$ cat src/rtl/core/y86ex_pkg.sv
// ----------------------------------------------------------------------------
// y86ex_pkg
// Shared codes, field widths and beat layouts for the Y86-64 execute stage.
// ----------------------------------------------------------------------------
package y86ex_pkg;

  localparam int unsigned WordW   = 64;
  localparam int unsigned CodeW   = 4;
  localparam int unsigned StatW   = 2;
  localparam int unsigned InDataW  = 216;
  localparam int unsigned OutDataW = 144;

  // Instruction codes.
  localparam logic [CodeW-1:0] OP_HALT  = 4'd0;
  localparam logic [CodeW-1:0] OP_NOP   = 4'd1;
  localparam logic [CodeW-1:0] OP_RRMOV = 4'd2;
  localparam logic [CodeW-1:0] OP_IRMOV = 4'd3;
  localparam logic [CodeW-1:0] OP_RMMOV = 4'd4;
  localparam logic [CodeW-1:0] OP_MRMOV = 4'd5;
  localparam logic [CodeW-1:0] OP_ALU   = 4'd6;
  localparam logic [CodeW-1:0] OP_JUMP  = 4'd7;
  localparam logic [CodeW-1:0] OP_CALL  = 4'd8;
  localparam logic [CodeW-1:0] OP_RET   = 4'd9;
  localparam logic [CodeW-1:0] OP_PUSH  = 4'd10;
  localparam logic [CodeW-1:0] OP_POP   = 4'd11;
  localparam logic [CodeW-1:0] OP_IADD  = 4'd12;

  // ALU function codes.
  localparam logic [CodeW-1:0] ALU_ADD = 4'd0;
  localparam logic [CodeW-1:0] ALU_SUB = 4'd1;
  localparam logic [CodeW-1:0] ALU_AND = 4'd2;

  // Condition function codes.
  localparam logic [CodeW-1:0] CND_ALWAYS = 4'd0;
  localparam logic [CodeW-1:0] CND_LE     = 4'd1;
  localparam logic [CodeW-1:0] CND_L      = 4'd2;
  localparam logic [CodeW-1:0] CND_E      = 4'd3;
  localparam logic [CodeW-1:0] CND_NE     = 4'd4;
  localparam logic [CodeW-1:0] CND_GE     = 4'd5;
  localparam logic [CodeW-1:0] CND_G      = 4'd6;

  localparam logic [StatW-1:0] STAT_AOK = 2'd0;
  localparam logic [CodeW-1:0] REG_NONE = 4'd15;

  typedef struct packed {
    logic zf;
    logic sf;
    logic of;
  } cc_t;

  // Input beat, listed from the highest bits down.
  typedef struct packed {
    logic [1:0]       pad;
    logic [StatW-1:0] wb_stat;
    logic [StatW-1:0] mem_stat;
    logic [CodeW-1:0] dst_m;
    logic [CodeW-1:0] dst_e;
    logic [WordW-1:0] val_b;
    logic [WordW-1:0] val_a;
    logic [WordW-1:0] val_c;
    logic [CodeW-1:0] ifun;
    logic [CodeW-1:0] icode;
    logic [StatW-1:0] stat;
  } in_beat_t;

  // Output beat, listed from the highest bits down.
  typedef struct packed {
    logic             bubble;
    logic [CodeW-1:0] dst_m;
    logic [CodeW-1:0] dst_e;
    logic [WordW-1:0] val_a;
    logic [WordW-1:0] val_e;
    logic             cnd;
    logic [CodeW-1:0] icode;
    logic [StatW-1:0] stat;
  } out_beat_t;

endpackage

$ cat src/rtl/core/y86_execute_stage_top.sv
// ----------------------------------------------------------------------------
// y86_execute_stage_top
// Execute stage of the Y86-64 pipeline with iaddq, as a streaming block.
// ----------------------------------------------------------------------------
// Each input beat carries one execute-register entry plus the current memory
// and writeback status codes; each output beat is the matching memory-register
// entry. The block is two registers deep: an input register and a result
// register with the operand muxes, the 64-bit ALU and the condition logic
// between them. A beat is accepted every cycle while results are taken. A
// result beat is presented once its entry moves from the input register into
// the result register, which waits while a presented result is stalled.
// The condition flags (ZF, SF, OF) sit in one register that is updated in the
// same cycle an entry moves into the result register, so the next entry always
// sees the flags left by the one before it. After reset ZF is set and SF, OF
// are clear.
module y86_execute_stage_top (
  input  logic                               clk_i,
  input  logic                               rst_ni,
  input  logic                               s_axis_tvalid,
  output logic                               s_axis_tready,
  // tdata fields from bit 0 up: in_status(2), opcode(4), function_code(4),
  // constant_word(64), operand_a(64), operand_b(64), dest_e(4), dest_m(4),
  // memory_status(2), writeback_status(2), zero fill(2).
  input  logic [y86ex_pkg::InDataW-1:0]      s_axis_tdata,
  output logic                               m_axis_tvalid,
  input  logic                               m_axis_tready,
  // tdata fields from bit 0 up: out_status(2), out_opcode(4),
  // condition_met(1), result_value(64), passed_a(64), out_dest_e(4),
  // out_dest_m(4), bubble_memory(1).
  output logic [y86ex_pkg::OutDataW-1:0]     m_axis_tdata
);

  // Input register.
  logic                 in_vld_q;
  y86ex_pkg::in_beat_t  in_q;
  // Result register.
  logic                 out_vld_q;
  y86ex_pkg::out_beat_t out_q, out_d;
  // Flags.
  y86ex_pkg::cc_t       cc_q, cc_d;

  logic                 out_free;
  logic                 advance;

  logic [y86ex_pkg::WordW-1:0] alu_a, alu_b, val_e;
  logic [y86ex_pkg::CodeW-1:0] alu_fun;
  logic                        cnd, lt, ovf, exc, set_cc;

  // Handshake: the result register frees when empty or being taken, and the
  // input register refills whenever its entry moves on.
  assign out_free      = !out_vld_q || m_axis_tready;
  assign advance       = in_vld_q && out_free;
  assign s_axis_tready = !in_vld_q || out_free;

  always_ff @(posedge clk_i or negedge rst_ni) begin
    if (!rst_ni) begin
      in_vld_q  <= 1'b0;
      out_vld_q <= 1'b0;
      cc_q      <= '{zf: 1'b1, sf: 1'b0, of: 1'b0};
    end else begin
      if (s_axis_tready) begin
        in_vld_q <= s_axis_tvalid;
      end
      if (out_free) begin
        out_vld_q <= in_vld_q;
      end
      cc_q <= cc_d;
    end
  end

  always_ff @(posedge clk_i) begin
    if (s_axis_tready && s_axis_tvalid) begin
      in_q <= y86ex_pkg::in_beat_t'(s_axis_tdata);
    end
    if (advance) begin
      out_q <= out_d;
    end
  end

  // Condition evaluation from the flags as they stand before this entry.
  assign lt = cc_q.sf ^ cc_q.of;

  always_comb begin
    cnd = 1'b0;
    if (in_q.icode == y86ex_pkg::OP_RRMOV || in_q.icode == y86ex_pkg::OP_JUMP) begin
      unique case (in_q.ifun)
        y86ex_pkg::CND_ALWAYS: cnd = 1'b1;
        y86ex_pkg::CND_LE:     cnd = lt | cc_q.zf;
        y86ex_pkg::CND_L:      cnd = lt;
        y86ex_pkg::CND_E:      cnd = cc_q.zf;
        y86ex_pkg::CND_NE:     cnd = !cc_q.zf;
        y86ex_pkg::CND_GE:     cnd = !lt;
        y86ex_pkg::CND_G:      cnd = !lt && !cc_q.zf;
        default:               cnd = 1'b0;
      endcase
    end
  end

  // Operand muxes.
  always_comb begin
    unique case (in_q.icode)
      y86ex_pkg::OP_RRMOV, y86ex_pkg::OP_ALU: alu_a = in_q.val_a;
      y86ex_pkg::OP_IRMOV, y86ex_pkg::OP_RMMOV,
      y86ex_pkg::OP_MRMOV, y86ex_pkg::OP_IADD: alu_a = in_q.val_c;
      y86ex_pkg::OP_CALL, y86ex_pkg::OP_PUSH:  alu_a = -64'sd8;
      y86ex_pkg::OP_RET, y86ex_pkg::OP_POP:    alu_a = 64'd8;
      default:                                 alu_a = '0;
    endcase
    unique case (in_q.icode)
      y86ex_pkg::OP_RMMOV, y86ex_pkg::OP_MRMOV, y86ex_pkg::OP_ALU,
      y86ex_pkg::OP_CALL, y86ex_pkg::OP_PUSH, y86ex_pkg::OP_RET,
      y86ex_pkg::OP_POP, y86ex_pkg::OP_IADD:   alu_b = in_q.val_b;
      default:                                 alu_b = '0;
    endcase
  end

  // ALU. Anything but OPq adds; unknown OPq functions act as xor.
  assign alu_fun = (in_q.icode == y86ex_pkg::OP_ALU) ? in_q.ifun : y86ex_pkg::ALU_ADD;

  always_comb begin
    unique case (alu_fun)
      y86ex_pkg::ALU_ADD: begin
        val_e = alu_b + alu_a;
        ovf   = (alu_a[63] ~^ alu_b[63]) & (val_e[63] ^ alu_b[63]);
      end
      y86ex_pkg::ALU_SUB: begin
        val_e = alu_b - alu_a;
        ovf   = (alu_a[63] ^ alu_b[63]) & (val_e[63] ^ alu_b[63]);
      end
      y86ex_pkg::ALU_AND: begin
        val_e = alu_a & alu_b;
        ovf   = 1'b0;
      end
      default: begin
        val_e = alu_a ^ alu_b;
        ovf   = 1'b0;
      end
    endcase
  end

  // Flags change only for OPq and iaddq while no later stage has faulted.
  assign exc    = (in_q.mem_stat != y86ex_pkg::STAT_AOK) ||
                  (in_q.wb_stat != y86ex_pkg::STAT_AOK);
  assign set_cc = advance && !exc &&
                  (in_q.icode == y86ex_pkg::OP_ALU || in_q.icode == y86ex_pkg::OP_IADD);

  always_comb begin
    cc_d = cc_q;
    if (set_cc) begin
      cc_d.zf = (val_e == '0);
      cc_d.sf = val_e[63];
      cc_d.of = ovf;
    end
  end

  always_comb begin
    out_d.stat   = in_q.stat;
    out_d.icode  = in_q.icode;
    out_d.cnd    = cnd;
    out_d.val_e  = val_e;
    out_d.val_a  = in_q.val_a;
    out_d.dst_e  = (in_q.icode == y86ex_pkg::OP_RRMOV && !cnd) ? y86ex_pkg::REG_NONE
                                                               : in_q.dst_e;
    out_d.dst_m  = in_q.dst_m;
    out_d.bubble = exc;
  end

  assign m_axis_tvalid = out_vld_q;
  assign m_axis_tdata  = out_q;

endmodule

$ cat config.mk
export PLATFORM = sky130hd
export DESIGN_NAME = y86_execute_stage_top
export DESIGN_NICKNAME = d
export VERILOG_FILES = /design/src/rtl/core/y86ex_pkg.sv /design/src/rtl/core/y86_execute_stage_top.sv
export SDC_FILE = /design/constraint.sdc
export NUM_CORES = 1
export LEC_CHECK = 0
export ABC_CLOCK_PERIOD_IN_PS = 8500
export BUFFER_PORTS_ARGS = -buffer_cell sky130_fd_sc_hd__buf_2
export CORE_UTILIZATION = 46
export DETAILED_ROUTE_END_ITERATION = 10
export GPL_TIMING_DRIVEN = 0
export PLACE_DENSITY = 0.75
export SYNTH_ARGS = -nofsm -noshare
export SYNTH_HDL_FRONTEND = slang
export SYNTH_SLANG_ARGS = --single-unit
export TNS_END_PERCENT = 30
$ cat constraint.sdc
create_clock -name clk_i -period 8.5 [get_ports clk_i]
set_clock_uncertainty 0.1 [all_clocks]
set_input_delay 0 -clock clk_i [delete_from_list [all_inputs] [get_ports clk_i]]
set_output_delay 0 -clock clk_i [all_outputs]
set_load 0.1 [all_outputs]
# After elaboration in Yosys (flattened, before gate mapping)
# Cells that the tools add are included.
# word_totals
register_bits	363
latch_bits	0
ramBits	0
romBits	0
inputBits	220
output_inout_bits	146
wordCells	88
mem_count	0
# classes
addsub	2
n_mul	0
n_div	0
magnitude_cmp	0
n_eq_ne	19
shifts	0
muxes	7
bitwise_logic	10
reduce_logical	27
# ops
cell	n
64-bit case mux with 4 select lines	1
64-bit case mux with 3 select lines	1
64-bit adder	1
64-bit bitwise AND	1
64-bit logical NOT	1
64-bit two-way mux	1
64-bit subtractor	1
64-bit XOR	1
4-bit by 3-bit equality test with 1-bit output (second input constant)	7
4-bit by 2-bit equality test with 1-bit output (second input constant)	5
4-bit equality test (second input constant)	5
4-bit by 1-bit equality test with 1-bit output (second input constant)	2
4-bit logical NOT	2
8-bit OR reduction	1
1-bit case mux with 7 select lines	1
1-bit logical AND	6
1-bit logical NOT	6
2-bit OR reduction	3
1-bit logical OR	5
4-bit two-way mux	1
2-bit nonzero test	2
4-bit OR reduction	1
1-bit XOR	4
1-bit bitwise AND	2
other kinds (4)	4

# Longest topological paths before layout
# logic_depth
depth_word	7
depth_mapped	22
depth_no_buf	21

# Least setup slack after synthesis
# Ideal clock, no wire load.
# synth_path
path_kind	register to register
from	reg out_vld_q, in the netlist m_axis_tvalid
to	reg in_q[0] in the netlist's numbering, enable pin
setup_time_ns	0.599
arrival_time_ns	6.713
required_time_ns	7.801
slack_ns	1.088
path_stages_with_launch	3
path_buffers	0
synth_period_minus_slack_ns	7.412
cell_sequence	dfrtp_1 > nand3b_1 > and2_1
# synth_between
elab_chain_cells	4
# synth_lines
element	line	rtl
from (decl)	y86_execute_stage_top.sv:37	logic out_vld_q;
from (signal assigned)	y86_execute_stage_top.sv:65	out_vld_q <= in_vld_q;
1-bit logical NOT	y86_execute_stage_top.sv:51	assign out_free = !out_vld_q || m_axis_tready;
1-bit logical OR	y86_execute_stage_top.sv:51	
1-bit logical OR	y86_execute_stage_top.sv:53	assign s_axis_tready = !in_vld_q || out_free;
via s_axis_tready	y86_execute_stage_top.sv:20	output logic s_axis_tready,
1-bit logical AND	y86_execute_stage_top.sv:72	if (s_axis_tready && s_axis_tvalid) begin
to (signal assigned)	y86_execute_stage_top.sv:73	in_q <= y86ex_pkg::in_beat_t'(s_axis_tdata);
to (decl)	y86_execute_stage_top.sv:35	y86ex_pkg::in_beat_t in_q;
# The timed path passes the listed nets, and every way through them passes these cells.
# A chain may end at the register's enable or synchronous reset.

# Worst setup path after layout
# layout_path
from	reg in_q[5] in the netlist's numbering
to	reg cc_q[2] in the netlist's numbering
# layout_between
elab_chain_cells	6
elab_cells_between_ends	29
classes_between	add/sub (2); eq/ne (12); mux (4); bitwise (2); reduce/logical (9)
# layout_lines
element	line	rtl
4-bit equality test (tied with other cells)	y86_execute_stage_top.sv:101, y86_execute_stage_top.sv:109, y86_execute_stage_top.sv:145	
4-bit OR reduction (tied with other cells)	y86_execute_stage_top.sv:101	unique case (in_q.icode)
64-bit case mux with 4 select lines or 64-bit two-way mux (tied branches)	y86_execute_stage_top.sv:101, y86_execute_stage_top.sv:109	
64-bit subtractor (tied with other cells)	y86_execute_stage_top.sv:127	val_e = alu_b - alu_a;
64-bit case mux with 3 select lines	y86_execute_stage_top.sv:121	unique case (alu_fun)
64-bit logical NOT	y86_execute_stage_top.sv:150	cc_d.zf = (val_e == '0);
to (signal assigned)	y86_execute_stage_top.sv:59	cc_q <= '{zf: 1'b1, sf: 1'b0, of: 1'b0};
to (decl)	y86_execute_stage_top.sv:40	y86ex_pkg::cc_t cc_q, cc_d;
# Several ways; a longest one is shown, not always the timed one.

==> flow_summary.toml <==
[routing]
vias = 24200
firstDrtPassIters = 7
drt_iter0_markers = 3704
postRouteAntennaNets = 0
wl_per_cell_um = 29.3
viasPerCell = 6.57
drc_errors = 0
routed_wl_um = 108000

[timing]
relSlewSlack_pct = 2.98
setup_viol = 0
max_freq_mhz = 120
holdWs_ns = 0.0179
drv_slew = 0
fin_crit_ns = 8.33
fin_setup_tns_ns = 0
worst_slew_pin_slew_ns = 1.46
finalCritPeriodShare_pct = 97.9
hold_viol = 0
rsz0062_at_grt = "false"

[die]
io_pins = 366
dieArea_um2 = 51500
rows = 82
start_util_pct = 46.5
die_w_um = 227
core-area_um2 = 50100
die_y_um = 227

[clock_network]
cts.htree.levels = 2
clk_pin_slew_ns = 0.07
cts_buffers = 39
cts_root_buf = "clkbuf_16"
max-clock-path-buffers = 3
cts_sinks = 363
tritoncts = "built"
clk_latency_ns = 0.58

[power_and_ir_drop]
powerDensity_nw_per_um2 = 222
vdd_ir_drop_max_v = 0.000240
p_leak_uw = 0.0119

[global_route]
grt_pass1_wl_um = 153000
grt_use_total_pct = 41.0
grt_max_degree = 79
gr-total-overflow = 0
grt_pass1_vias = 22700
antenna_found_initial = 3

[layout]
multiInputGateArea_um2 = 11300
seqCellArea_um2 = 10900
nFillCells = 4200
nets = 3343
final_common_cell = "buf_2"
syn_to_final_growth_pct = 27.2
final_cell_mix = "buf_2, edfxtp_1, dlygate4sd3_1"
drive_above_1_share_pct = 16.2

[setup_path]
r2r_end = "cc_q[2]"
crit_type = "reg2reg"
reg2reg_slack_ns = 0.17
rr_startpoint = "in_q[5]"
cp.arrival_ns = 8.72
end_kind = "register"
ff2ff_path_depth = 21
cp-start-kind = "register"
crit_fanout = 10
timing.critical_path.to = "cc_q[2]"
crit_path_start = "in_q[5]"
cp.required_ns = 8.89

[flow_run]
cap_violations = 0

[synth]
synthFlopType = "edfxtp_1"
synth_nets = 2714
synthArstFlopShare_pct = 1.38
synth.distinct_cells = 89
synth-edff-count = 358
syn_area_um2 = 23300
ys_ff_latch = 363
yosysSeqAreaShare_pct = 46.7
synth_warnings = 0
synthCells = 2356
syn_avg_cell_area_um2 = 9.89

[hold_path]
worstHoldPathType = "in2reg"

[place]
post-dp-hpwl_um = 79400
routabilityCongestion = 1.03
io_buffer_count = 363

[run_status]
status = "complete, no violations"
## power breakdown
part | internal [µW] | total, µW | leakage (µW) | switching [µW]
logic | 642 | 2540 | 0.00777 | 1900
clock network | 1020 | 1810 | 0.000629 | 787
registers | 2170 | 2220 | 0.00350 | 57.1
total | 3830 | 6570 | 0.0119 | 2740
## state kept, by name (all words and copies together) (netlist names)
register / flops
m_axis_tvalid: 1
m_axis_tdata: 144
in_vld_q: 1
cc_q: 3
in_q: 214
## worst min path at each step
stage / from / endpoint / slack [ns] / cells past startpoint
global route: s_axis_tdata[145] / in_q[145] / 0.02 / 2
detailed placement: rst_ni / in_vld_q / -0.26 / 1
finish: s_axis_tdata[145] / in_q[145] / 0.02 / 2
global placement: rst_ni / m_axis_tvalid / -0.27 / 1
floorplan: rst_ni / cc_q[0] / -0.40 / 0
CTS: s_axis_tdata[199] / in_q[199] / 0.002 / 2
## metal layers
layer  vias up  share of wire, %  track usage (%)
met1     11700                42             59.4
li1      10300                 -                -
met3       237                13             11.5
met4         2               3.9             14.8
met5         -            0.0074                0
met2      1991                41             58.3
## worst max-delay path: stages (launching register included)
cell and delay, ns:
edfxtp_1 0.38, buf_2 0.21, nand2b_1 0.26, o21ai_2 0.56, clkbuf_1 0.61, a22o_1 0.35
ha_1 0.21, inv_1 0.07, fa_1 0.50, a211oi_1 0.48, o21ai_0 0.37, a21oi_1 0.54
nor2_1 0.08, nor2_1 0.44, mux2i_1 0.18, a211o_1 0.31, or4_1 0.49, or4_1 0.44
or4b_1 0.54, and4bb_1 0.41, nand4_1 0.46, o21ai_0 0.23
## what timing repair did
| action | 4_1_cts | 5_1_grt |
|---|---|---|
| hold buffers | 221 | 0 |
| endpoints found under the setup margin | 1 | 1 |
| buffers inserted | 0 | 0 |
| endpoints found under the hold margin | 221 | 0 |
| gates resized for setup | 2 | 7 |
## cell usage after synthesis, types with 7 or more instances
| library cell | count | area share (%) |
|---|---|---|
| a2111oi_0 | 10 | 0.38 |
| a211o_1 | 15 | 0.56 |
| a211oi_1 | 31 | 1.0 |
| a21boi_0 | 10 | 0.32 |
| a21o_1 | 27 | 0.87 |
| a21oi_1 | 218 | 4.7 |
| a221o_1 | 8 | 0.34 |
| a221oi_1 | 75 | 2.8 |
| a22oi_1 | 15 | 0.48 |
| a31oi_1 | 22 | 0.59 |
| a32oi_1 | 9 | 0.34 |
| and2_1 | 77 | 2.1 |
| and3_1 | 18 | 0.48 |
| buf_1 | 13 | 0.21 |
| clkbuf_1 | 115 | 1.9 |
| edfxtp_1 | 358 | 46 |
| ha_1 | 136 | 7.3 |
| inv_1 | 149 | 2.4 |
| mux2i_1 | 24 | 1.0 |
| nand2_1 | 189 | 3.0 |
| nand2b_1 | 16 | 0.43 |
| nand3_1 | 45 | 0.97 |
| nand4_1 | 34 | 0.91 |
| nor2_1 | 159 | 2.6 |
| nor2b_1 | 13 | 0.35 |
| nor3_1 | 44 | 0.95 |
| nor4_1 | 50 | 1.3 |
| o2111ai_1 | 7 | 0.26 |
| o211ai_1 | 37 | 1.2 |
| o21a_1 | 17 | 0.55 |
| o21ai_0 | 123 | 2.6 |
| o21bai_1 | 22 | 0.71 |
| o221a_2 | 7 | 0.34 |
| o221ai_1 | 12 | 0.45 |
| o22ai_1 | 8 | 0.21 |
| o311ai_0 | 8 | 0.30 |
| o31ai_1 | 52 | 1.7 |
| or2_2 | 12 | 0.32 |
| or3_1 | 19 | 0.51 |
| or4_1 | 10 | 0.32 |
| xnor2_1 | 29 | 1.1 |
## metrics by stage
step	cell area, µm²	setup slack [ns]	std cells	utilization [%]	power [µW]
global route	29600	0.101	3688	59.1	6750
detailed placement	26100	-0.110	3395	52.0	4580
CTS	29600	0.0943	3686	59.1	6410
finish	29600	0.174	3692	59.2	6570
floorplan	23300	1.09	2356	-	3900
global placement	25900	-0.0995	3391	51.8	4590
## cell families after synthesis
kind of cell             after synthesis  synth area share [%]
multiplexers                          25                  1.08
adder cells (fa/ha/maj)              138                  7.48
AO/OA/AOI/OAI                        789                  23.0
flip-flops                           363                  46.7
AND/OR/NAND/NOR                      723                  15.8
buffers and inverters                288                  4.80
XOR/XNOR                              30                  1.13
## layout make-up
class | instances | share of cell area [%]
Antenna cell | 6 | 0.0507
Buffer | 139 | 1.89
Clock buffer | 44 | 3.43
Clock inverter | 26 | 0.946
Inverter | 149 | 1.90
Multi-Input combinational cell | 1705 | 38.3
Sequential cell | 363 | 36.7
Tap cell | 672 | 2.84
Timing Repair Buffer | 588 | 13.9
Power figures use the tool's default switching activity.
